$ cat config.mk
export PLATFORM = sky130hd
export DESIGN_NAME = frame_header_validator_unit
export DESIGN_NICKNAME = d
export VERILOG_FILES = /design/src/rtl/core/fhv_pkg.sv /design/src/rtl/core/fhv_ctrl.sv /design/src/rtl/core/fhv_datapath.sv /design/src/rtl/core/frame_header_validator_unit.sv
export SDC_FILE = /design/constraint.sdc
export NUM_CORES = 2
export LEC_CHECK = 0
export ABC_CLOCK_PERIOD_IN_PS = 148900
export BUFFER_PORTS_ARGS = -buffer_cell sky130_fd_sc_hd__buf_4
export CAP_MARGIN = 15
export CORE_MARGIN = 2
export CORE_UTILIZATION = 40
export DETAILED_ROUTE_END_ITERATION = 10
export SLEW_MARGIN = 5
export SYNTH_ARGS = -nofsm -noshare
export SYNTH_HDL_FRONTEND = slang
export SYNTH_SLANG_ARGS = --single-unit
$ cat constraint.sdc
create_clock -name clk -period 148.9 [get_ports clk]
set_input_delay 0 -clock clk [delete_from_list [all_inputs] [get_ports clk]]
set_output_delay 0 -clock clk [all_outputs]
set_load 0.02 [all_outputs]
$ cat src/rtl/core/fhv_pkg.sv
`timescale 1ns / 1ps
package fhv_pkg;

  localparam int HDR_BYTES = 48;
  localparam int HDR_BITS  = HDR_BYTES * 8;
  localparam int POS_W     = 6;

  // byte offsets of the header fields
  localparam int OFS_MAGIC   = 0;
  localparam int OFS_VERSION = 4;
  localparam int OFS_HSIZE   = 6;
  localparam int OFS_SEQ     = 8;
  localparam int OFS_TIME    = 16;
  localparam int OFS_WIDTH   = 24;
  localparam int OFS_HEIGHT  = 28;
  localparam int OFS_STRIDE  = 32;
  localparam int OFS_FORMAT  = 36;
  localparam int OFS_PAYLOAD = 40;

  // magic bytes as a little-endian word
  localparam logic [31:0] MAGIC_WORD = {8'h46, 8'h4B, 8'h56, 8'h4C};

  typedef logic [3:0] status_t;
  localparam status_t ST_OK        = 4'd0;
  localparam status_t ST_NEED_MORE = 4'd1;
  localparam status_t ST_MAGIC     = 4'd2;
  localparam status_t ST_VERSION   = 4'd3;
  localparam status_t ST_HSIZE     = 4'd4;
  localparam status_t ST_FORMAT    = 4'd5;
  localparam status_t ST_DIMENSION = 4'd6;
  localparam status_t ST_STRIDE    = 4'd7;
  localparam status_t ST_LENGTH    = 4'd8;
  localparam status_t ST_TOO_LARGE = 4'd9;

  typedef logic [2:0] cfg_idx_t;
  localparam cfg_idx_t CFG_VERSION     = 3'd0;
  localparam cfg_idx_t CFG_FORMAT      = 3'd1;
  localparam cfg_idx_t CFG_MIN_WIDTH   = 3'd2;
  localparam cfg_idx_t CFG_MAX_WIDTH   = 3'd3;
  localparam cfg_idx_t CFG_MIN_HEIGHT  = 3'd4;
  localparam cfg_idx_t CFG_MAX_HEIGHT  = 3'd5;
  localparam cfg_idx_t CFG_MAX_PAYLOAD = 3'd6;

  typedef struct packed {
    logic shift;
    logic mult;
    logic check;
    logic load_short;
  } dp_cmd_t;

endpackage

$ cat src/rtl/core/fhv_ctrl.sv
`timescale 1ns / 1ps
module fhv_ctrl (
  input  logic            clk,
  input  logic            rst,
  input  logic            in_valid,
  input  logic            end_of_buffer,
  output logic            in_stall,
  input  logic            out_stall,
  output logic            out_valid,
  output fhv_pkg::dp_cmd_t cmd
);
  import fhv_pkg::*;

  typedef enum logic [2:0] {S_COLLECT, S_DRAIN, S_MULT, S_CHECK, S_OUT} state_t;

  state_t           state;
  logic [POS_W-1:0] pos;
  logic             rearm_after;
  logic             in_beat;
  logic             last_byte;

  assign in_stall  = !(state == S_COLLECT || state == S_DRAIN);
  assign in_beat   = in_valid && !in_stall;
  assign last_byte = (pos == POS_W'(HDR_BYTES - 1));

  always_comb begin
    cmd            = '0;
    cmd.shift      = in_beat && state == S_COLLECT;
    cmd.load_short = in_beat && state == S_COLLECT && !last_byte && end_of_buffer;
    cmd.mult       = (state == S_MULT);
    cmd.check      = (state == S_CHECK);
  end

  always_ff @(posedge clk) begin
    if (rst) begin
      state       <= S_COLLECT;
      pos         <= '0;
      rearm_after <= 1'b0;
      out_valid   <= 1'b0;
    end else begin
      unique case (state)
        S_COLLECT: begin
          if (in_beat) begin
            priority if (last_byte) begin
              pos         <= '0;
              rearm_after <= end_of_buffer;
              state       <= S_MULT;
            end else if (end_of_buffer) begin
              pos         <= '0;
              rearm_after <= 1'b1;
              out_valid   <= 1'b1;
              state       <= S_OUT;
            end else begin
              pos <= pos + 1'b1;
            end
          end
        end
        S_DRAIN: begin
          if (in_beat && end_of_buffer) state <= S_COLLECT;
        end
        S_MULT: state <= S_CHECK;
        S_CHECK: begin
          out_valid <= 1'b1;
          state     <= S_OUT;
        end
        S_OUT: begin
          if (!out_stall) begin
            out_valid <= 1'b0;
            state     <= rearm_after ? S_COLLECT : S_DRAIN;
          end
        end
        default: state <= S_COLLECT;
      endcase
    end
  end

endmodule

$ cat src/rtl/core/fhv_datapath.sv
`timescale 1ns / 1ps
module fhv_datapath (
  input  logic             clk,
  input  logic             rst,
  input  fhv_pkg::dp_cmd_t cmd,
  input  logic [7:0]       data_byte,
  input  logic             cfg_we,
  input  fhv_pkg::cfg_idx_t cfg_index,
  input  logic [63:0]      cfg_data,
  output fhv_pkg::status_t status,
  output logic [63:0]      sequence_number,
  output logic signed [63:0] timestamp_ms,
  output logic [31:0]      frame_width,
  output logic [31:0]      frame_height,
  output logic [31:0]      row_stride,
  output logic [31:0]      pixel_format,
  output logic [63:0]      payload_length
);
  import fhv_pkg::*;

  logic [15:0] expected_version;
  logic [31:0] accepted_format;
  logic [31:0] min_width;
  logic [31:0] max_width;
  logic [31:0] min_height;
  logic [31:0] max_height;
  logic [63:0] max_payload;

  logic [HDR_BITS-1:0] hdr;
  logic [63:0]         prod;
  status_t             pre_status;

  logic [31:0] f_magic;
  logic [15:0] f_version;
  logic [15:0] f_hsize;
  logic [63:0] f_seq;
  logic [63:0] f_time;
  logic [31:0] f_width;
  logic [31:0] f_height;
  logic [31:0] f_stride;
  logic [31:0] f_format;
  logic [63:0] f_payload;
  logic [33:0] stride_exp;
  logic [63:0] payload_exp;
  status_t     pre_next;
  status_t     final_status;

  assign f_magic   = hdr[OFS_MAGIC*8   +: 32];
  assign f_version = hdr[OFS_VERSION*8 +: 16];
  assign f_hsize   = hdr[OFS_HSIZE*8   +: 16];
  assign f_seq     = hdr[OFS_SEQ*8     +: 64];
  assign f_time    = hdr[OFS_TIME*8    +: 64];
  assign f_width   = hdr[OFS_WIDTH*8   +: 32];
  assign f_height  = hdr[OFS_HEIGHT*8  +: 32];
  assign f_stride  = hdr[OFS_STRIDE*8  +: 32];
  assign f_format  = hdr[OFS_FORMAT*8  +: 32];
  assign f_payload = hdr[OFS_PAYLOAD*8 +: 64];

  assign stride_exp  = {2'b00, f_width} + {1'b0, f_width, 1'b0};
  // width * height * 3 with 64-bit wrap
  assign payload_exp = prod + {prod[62:0], 1'b0};

  always_comb begin
    priority if (f_magic != MAGIC_WORD)          pre_next = ST_MAGIC;
    else if (f_version != expected_version)       pre_next = ST_VERSION;
    else if (f_hsize != 16'(HDR_BYTES))           pre_next = ST_HSIZE;
    else if (f_format != accepted_format)         pre_next = ST_FORMAT;
    else if (f_width < min_width || f_width > max_width ||
             f_height < min_height || f_height > max_height)
                                                  pre_next = ST_DIMENSION;
    else if ({2'b00, f_stride} != stride_exp)     pre_next = ST_STRIDE;
    else                                          pre_next = ST_OK;
  end

  always_comb begin
    priority if (pre_status != ST_OK)  final_status = pre_status;
    else if (f_payload != payload_exp) final_status = ST_LENGTH;
    else if (f_payload > max_payload)  final_status = ST_TOO_LARGE;
    else                               final_status = ST_OK;
  end

  always_ff @(posedge clk) begin
    if (rst) begin
      expected_version <= 16'd1;
      accepted_format  <= 32'd1;
      min_width        <= 32'd1;
      max_width        <= 32'd4096;
      min_height       <= 32'd1;
      max_height       <= 32'd4096;
      max_payload      <= 64'd50331648;
    end else if (cfg_we) begin
      unique case (cfg_index)
        CFG_VERSION:     expected_version <= cfg_data[15:0];
        CFG_FORMAT:      accepted_format  <= cfg_data[31:0];
        CFG_MIN_WIDTH:   min_width        <= cfg_data[31:0];
        CFG_MAX_WIDTH:   max_width        <= cfg_data[31:0];
        CFG_MIN_HEIGHT:  min_height       <= cfg_data[31:0];
        CFG_MAX_HEIGHT:  max_height       <= cfg_data[31:0];
        CFG_MAX_PAYLOAD: max_payload      <= cfg_data;
        default: ;
      endcase
    end
  end

  // header bytes shift in from the top, byte 0 lands at the bottom
  always_ff @(posedge clk) begin
    if (cmd.shift) hdr <= {data_byte, hdr[HDR_BITS-1:8]};
    if (cmd.mult) begin
      prod       <= 64'(f_width) * 64'(f_height);
      pre_status <= pre_next;
    end
  end

  always_ff @(posedge clk) begin
    priority if (cmd.check) begin
      status <= final_status;
      if (final_status == ST_OK) begin
        sequence_number <= f_seq;
        timestamp_ms    <= f_time;
        frame_width     <= f_width;
        frame_height    <= f_height;
        row_stride      <= f_stride;
        pixel_format    <= f_format;
        payload_length  <= f_payload;
      end else begin
        sequence_number <= '0;
        timestamp_ms    <= '0;
        frame_width     <= '0;
        frame_height    <= '0;
        row_stride      <= '0;
        pixel_format    <= '0;
        payload_length  <= '0;
      end
    end else if (cmd.load_short) begin
      status          <= ST_NEED_MORE;
      sequence_number <= '0;
      timestamp_ms    <= '0;
      frame_width     <= '0;
      frame_height    <= '0;
      row_stride      <= '0;
      pixel_format    <= '0;
      payload_length  <= '0;
    end
  end

endmodule

$ cat src/rtl/core/frame_header_validator_unit.sv
`timescale 1ns / 1ps
// Frame header validator: header bytes are taken one beat per cycle while the block
// collects; after the 48th byte the input stalls through a multiply state for the
// width times height product and a check state for the final payload compare, and
// then until the result beat is taken. A buffer that ends early gives its need-more
// result in the cycle after its last byte. Bytes that follow a finished header are
// swallowed one per cycle with no result until the end marker. Configuration writes
// are always ready and take effect at once.
module frame_header_validator_unit (
  input  logic               clk,
  input  logic               rst,
  input  logic               in_valid,
  output logic               in_stall,
  input  logic [7:0]         data_byte,
  input  logic               end_of_buffer,
  output logic               out_valid,
  input  logic               out_stall,
  output fhv_pkg::status_t   status,
  output logic [63:0]        sequence_number,
  output logic signed [63:0] timestamp_ms,
  output logic [31:0]        frame_width,
  output logic [31:0]        frame_height,
  output logic [31:0]        row_stride,
  output logic [31:0]        pixel_format,
  output logic [63:0]        payload_length,
  input  logic               cfg_valid,
  output logic               cfg_ready,
  input  fhv_pkg::cfg_idx_t  cfg_index,
  input  logic [63:0]        cfg_data
);
  import fhv_pkg::*;

  dp_cmd_t cmd;

  assign cfg_ready = 1'b1;

  fhv_ctrl u_ctrl (
    .clk           (clk),
    .rst           (rst),
    .in_valid      (in_valid),
    .end_of_buffer (end_of_buffer),
    .in_stall      (in_stall),
    .out_stall     (out_stall),
    .out_valid     (out_valid),
    .cmd           (cmd)
  );

  fhv_datapath u_dp (
    .clk             (clk),
    .rst             (rst),
    .cmd             (cmd),
    .data_byte       (data_byte),
    .cfg_we          (cfg_valid && cfg_ready),
    .cfg_index       (cfg_index),
    .cfg_data        (cfg_data),
    .status          (status),
    .sequence_number (sequence_number),
    .timestamp_ms    (timestamp_ms),
    .frame_width     (frame_width),
    .frame_height    (frame_height),
    .row_stride      (row_stride),
    .pixel_format    (pixel_format),
    .payload_length  (payload_length)
  );

endmodule

* Yosys cells after proc, flatten, opt, wreduce, memory -nomap -nowiden *
Index checks and enable logic that the tools add are counted.

word-level totals
  bits of input ports = 81
  register bits after elaboration = 1,027
  output and inout bits = 327

cells by class
  equality and inequality tests = 23
  $lt $le $gt $ge = 5
  multiplexer cells = 41
  reductions and logical operators = 31
  multiply operators = 1
  add/sub/neg operators = 3

operators with widths
  operator                number
  $mux W64                7
  $mux W32                9
  $add A64 B64 Y64        1
  $gt A32 B32 Y1          2
  $gt A64 B64 Y1          1
  $lt A32 B32 Y1          2
  $mul A32 B32 Y64        1
  $ne A64 B64 Y1          1
  $add A32 B33 Y34        1
  $ne A32 B34 Y1          1
  $ne A32 B31 Y1 const B  1
  $ne A32 B32 Y1          1
  $mux W3                 9
  $mux W4                 5
  $ne A16 B16 Y1          1
  $ne A16 B6 Y1 const B   1
  $reduce_and A2 Y1       8
  $pmux W3 S5             1
  $eq A3 B2 Y1 const B    4
  $eq A3 B3 Y1 const B    4
  $mux W6                 2
  $ne A2 B2 Y1 const B    4
  $mux W1                 7
  $add A6 B1 Y6 const B   1
  18 further kinds        29

* Logic depth before layout (Yosys ltp) *
  word-level depth = 8
  gate-level depth with buffers = 30
  mapped depth without buffers = 28

* Modules after synthesis *
A second synthesis with hierarchy kept.

unflattened totals
  cell total of the unflattened synthesis = 7,888
  area total of the unflattened synthesis = 80,853.8 µm²

by module, submodules not included
  module                       area an instance (µm²)  cells each  times used
  fhv_datapath                 80,234.5                7,811       1
  fhv_ctrl                     608.1                   75          1
  frame_header_validator_unit  11.3                    2           1

* Worst setup path after synthesis *
No wires, ideal clock.

  path kind = reg-to-reg
  start point = register u_ctrl.state[2]
  end point = register u_dp.frame_height[0], enable pin
  stages on the path, launching flop included = 6
  buffers on the path = 1
  path slack = 98,869 ps
  arrival time = 49,359 ps
  path through = dfxtp_1 clkbuf_1 nor4b_1 nand2_1 o21a_1 inv_1

RTL lines
  element                 RTL line             text
  from (decl)             fhv_ctrl.sv:16       state_t state;
  from (signal assigned)  fhv_ctrl.sv:69       state <= rearm_after ? S_COLLECT : S_DRAIN;
  to (signal assigned)    fhv_datapath.sv:121  frame_height <= f_height;
  to (decl)               fhv_datapath.sv:14   output logic [31:0] frame_height,

* Worst setup path after layout *
  start point = register u_dp.hdr[241]
  end point = register u_dp.prod[44] (data pin)

on the way
  longest elaborated chain between the ends = 1

ends and longest elaborated chain
  element                 RTL line             text
  from (decl)             fhv_datapath.sv:29   logic [HDR_BITS-1:0] hdr;
  from (signal assigned)  fhv_datapath.sv:107  if (cmd.shift) hdr <= {data_byte, hdr[HDR_BITS-1:8]};
  $mul A32 B32 Y64        fhv_datapath.sv:109  prod <= 64'(f_width) * 64'(f_height);
  to (signal assigned)    fhv_datapath.sv:109
  to (decl)               fhv_datapath.sv:30   logic [63:0] prod;

Every way passes these cells.
A chain may end at the register's enable or synchronous reset.

==> results.toml <==
[outcome]
status = "finished clean"

[cells_and_area]
final_nets = 10110
layout-drive-gt1-share_pct = 11.83
nFillCells = 19490
syn2layout_area_growth_pct = 12.90

[logic_synthesis]
yosysSeqAreaShare_pct = 33.85
synth_top_family_by_area = "adder cells"
synth_area_per_cell_um2 = 10.10
ys_ff_latch = 1026
muxShareOfSynthArea_pct = 0.1736
synthSimpleGateAreaFrac_pct = 18.73
synth_cell_types = 89
netlist_area_um2 = 83600
synth.area.top_cells = "edfxtp_1, fa_1, ha_1"
synth_fa_ha_area_share_pct = 29.72
ys_warn_count = 0
async_flop_share_pct = 0
synth-compound-area-share_pct = 7.722
synth_cells = 8274
syn_nets = 9802
synth_top_area_share_pct = 27.84
synth_top_cell_by_area = "edfxtp_1"
synth_xor_area_share_pct = 2.494
ys.flop_type = "edfxtp_1"
synth_enable_flop_cells = 775

[drt]
drt-met1-wl_mm = 120.3
detail-route-antenna-nets = 0
met2_wirelength_mm = 130.5
drt_wl_total_mm = 280.8
vias = 63440
via_per_inst = 5.528
route.detailed.drc = 0
drt_iter0_markers = 5797
dr.pass1.iters = 6
routedWlPerCell_um = 24.47
wl_met3_mm = 19.01
top_layer = "met5"

[critical_path]
reg2reg_depth = 24
crit_type = "register to register"
arrival_ps = 9940
r2r_start = "u_dp.hdr[241]"
startpoint = "u_dp.hdr[241]"
start_kind = "register"
worstPathRequired_ps = 149320
cp-end-kind = "register"
critPathMaxFanout = 24

[cts]
cts_made_buffers = 112
clk_latency_ps = 820
cts_tree = "built"
root_buffer = "clkbuf_16"
cts.sinks = 1026
post-cts-setup-buffers = 0
clock_path_buffers = 3
htree_levels = 3
clkSlewWorstSetupHoldPaths_ps = 70

[timing]
max_clock_freq_ghz = 0.1051
fin_skew_ps = 110.2
tightest_slew_ps = 1217
slew_violations = 0
rsz0062_at_grt = "false"
layout_min_cycle_time_ps = 9516
min_period_over_period_pct = 6.391
worst_slack_ps = 139380
finalSetupTns_ps = 0
hold_violations = 0
maxSlewHeadroom_pct = 18.04
setup_viol = 0
whs_ps = 124.4

[grt]
grt_max_degree = 160
antenna_found_initial = 11
grt_use_total_pct = 26.17
grt_pass1_vias = 63820
grt.overflow.total = 0
grt_pass1_wl_mm = 415.3

[floorplanning]
fp.dieH_um = 461.2
die_w_um = 461.2
rows = 167
die_area_um2 = 212700
ios = 408
core_area_um2 = 207500
start_util_pct = 40.29

[hold_path]
hold_class = "input pin to register"
hold_path_startpoint = "cfg_data[7]"
hold-path-cell-count = 4

[placed_design]
gp_congestion = 0.9665
place_ws_ps = 139520
dp_hpwl_mm = 202.8
portBuffers = 406

[flow_run]
cap_viol_max_count = 0
[worst max-delay path: stages (launching register included)]
cell and delay [ps]:
edfxtp_1 750, buf_4 440, and2_1 240, fa_1 550
inv_1 60, fa_1 520, inv_1 50, fa_1 510
inv_1 60, fa_1 530, inv_1 50, fa_1 500
fa_1 440, fa_1 510, fa_1 410, ha_1 420
nand4_1 190, o41ai_1 1000, a21oi_1 300, o21bai_1 210
a21oi_1 130, o21ai_0 390, a221o_1 220, a21oi_1 70
xnor2_1 590
[stage by stage]
| stage | cells | cell area (um2) | util, % |
|---|---|---|---|
| floorplan | 8274 | 83600 | - |
| global placement | 11120 | 89130 | 42.95 |
| global route | 11470 | 94370 | 45.48 |
| CTS | 11470 | 94360 | 45.48 |
| detailed placement | 11120 | 89130 | 42.95 |
| finish | 11480 | 94380 | 45.49 |
[registers in the layout, indices dropped and copies added (netlist names), 64 cells and up]
name	flops
u_dp.hdr	384
u_dp.max_payload	64
u_dp.payload_length	64
u_dp.prod	64
u_dp.sequence_number	64
u_dp.timestamp_ms	64
[worst paths after layout]
path,to,slack [ps]
setup reg to reg,u_dp.prod[44],139380
hold / removal,u_dp.max_width[7],120
hold reg to reg,u_dp.hdr[177],440
setup / recovery,u_dp.prod[44],139380
[kinds of logic after synthesis]
group	Yosys count
AO/OA/AOI/OAI	1067
adder cells (fa/ha/maj)	1447
multiplexers	14
XOR/XNOR	238
other	1
buffers and inverters	1556
AND/OR/NAND/NOR	2925
flip-flops	1026
[Yosys cell counts, types with 9 or more instances]
| library cell | count |
|---|---|
| clkbuf_1 | 409 |
| xor2_1 | 72 |
| nor4_1 | 28 |
| nor3_1 | 87 |
| nand3_1 | 381 |
| a21boi_0 | 14 |
| or2_2 | 9 |
| and3_1 | 14 |
| ha_1 | 549 |
| a21oi_1 | 488 |
| nand2b_1 | 25 |
| o21a_1 | 28 |
| mux2i_1 | 10 |
| o21bai_1 | 23 |
| a21o_1 | 110 |
| dfxtp_1 | 251 |
| buf_2 | 20 |
| fa_1 | 898 |
| o31ai_1 | 14 |
| or3_1 | 9 |
| o211ai_1 | 24 |
| xnor2_1 | 166 |
| and2_1 | 606 |
| o21ai_1 | 10 |
| o21ai_0 | 177 |
| nand3b_1 | 13 |
| o2111ai_1 | 10 |
| nor2_1 | 190 |
| buf_6 | 32 |
| nor2b_1 | 31 |
| o311ai_0 | 13 |
| a31oi_1 | 27 |
| edfxtp_1 | 775 |
| nor3_2 | 280 |
| nand2_1 | 1098 |
| a211oi_1 | 30 |
| inv_1 | 1090 |
| nand4_1 | 116 |
| o22ai_1 | 10 |
[per-layer routing]
layer  GRT usage (%)  vias up
met2           41.79     2526
met4           9.861        4
met5               0        -
li1                -    27970
met1           36.51    32490
met3           3.017      453
[cell usage in the layout (no fill, tap or decap), types with 14 or more instances in the layout]
cell,netlist,routed
nand2_1,1098,1097
nor2b_1,31,30
fa_1,898,898
and2_1,606,606
nand3_1,381,380
clkinv_1,0,14
xor2_1,72,72
nor3_1,87,86
clkinv_2,0,24
o21a_1,28,28
clkbuf_16,0,112
o31ai_1,14,14
nor2_1,190,186
o21bai_1,23,23
nor3_2,280,281
ha_1,549,549
xnor2_1,166,166
dlygate4sd3_1,0,138
o211ai_1,24,24
inv_1,1090,1089
nand4_1,116,116
nor4_1,28,27
clkbuf_1,409,16
nand2b_1,25,25
buf_4,1,518
a211oi_1,30,30
o21ai_0,177,177
dfxtp_1,251,251
a21boi_0,14,14
a21o_1,110,110
a31oi_1,27,27
a21oi_1,488,488
edfxtp_1,775,775
and3_1,14,14
[timing repair]
action	in CTS	in global routing
resized for setup	0	0
endpoints found under the hold margin	259	0
hold buffers	138	0
[layout make-up]
class                      instances  area [um2]  area share, %
sequential                      1026       28300          29.98
clock inverter                    77       912.1         0.9665
tap                             2788        3488          3.696
multi-input combinational       5692       49260          52.20
clock buffer                     134        2939          3.114
timing repair buffer             662        5366          5.686
antenna                            6       15.01        0.01591
inverter                        1090        4099          4.343
Power is not shown: default switching activity piles up to over one toggle a cycle in this logic, so the estimate is an artifact.
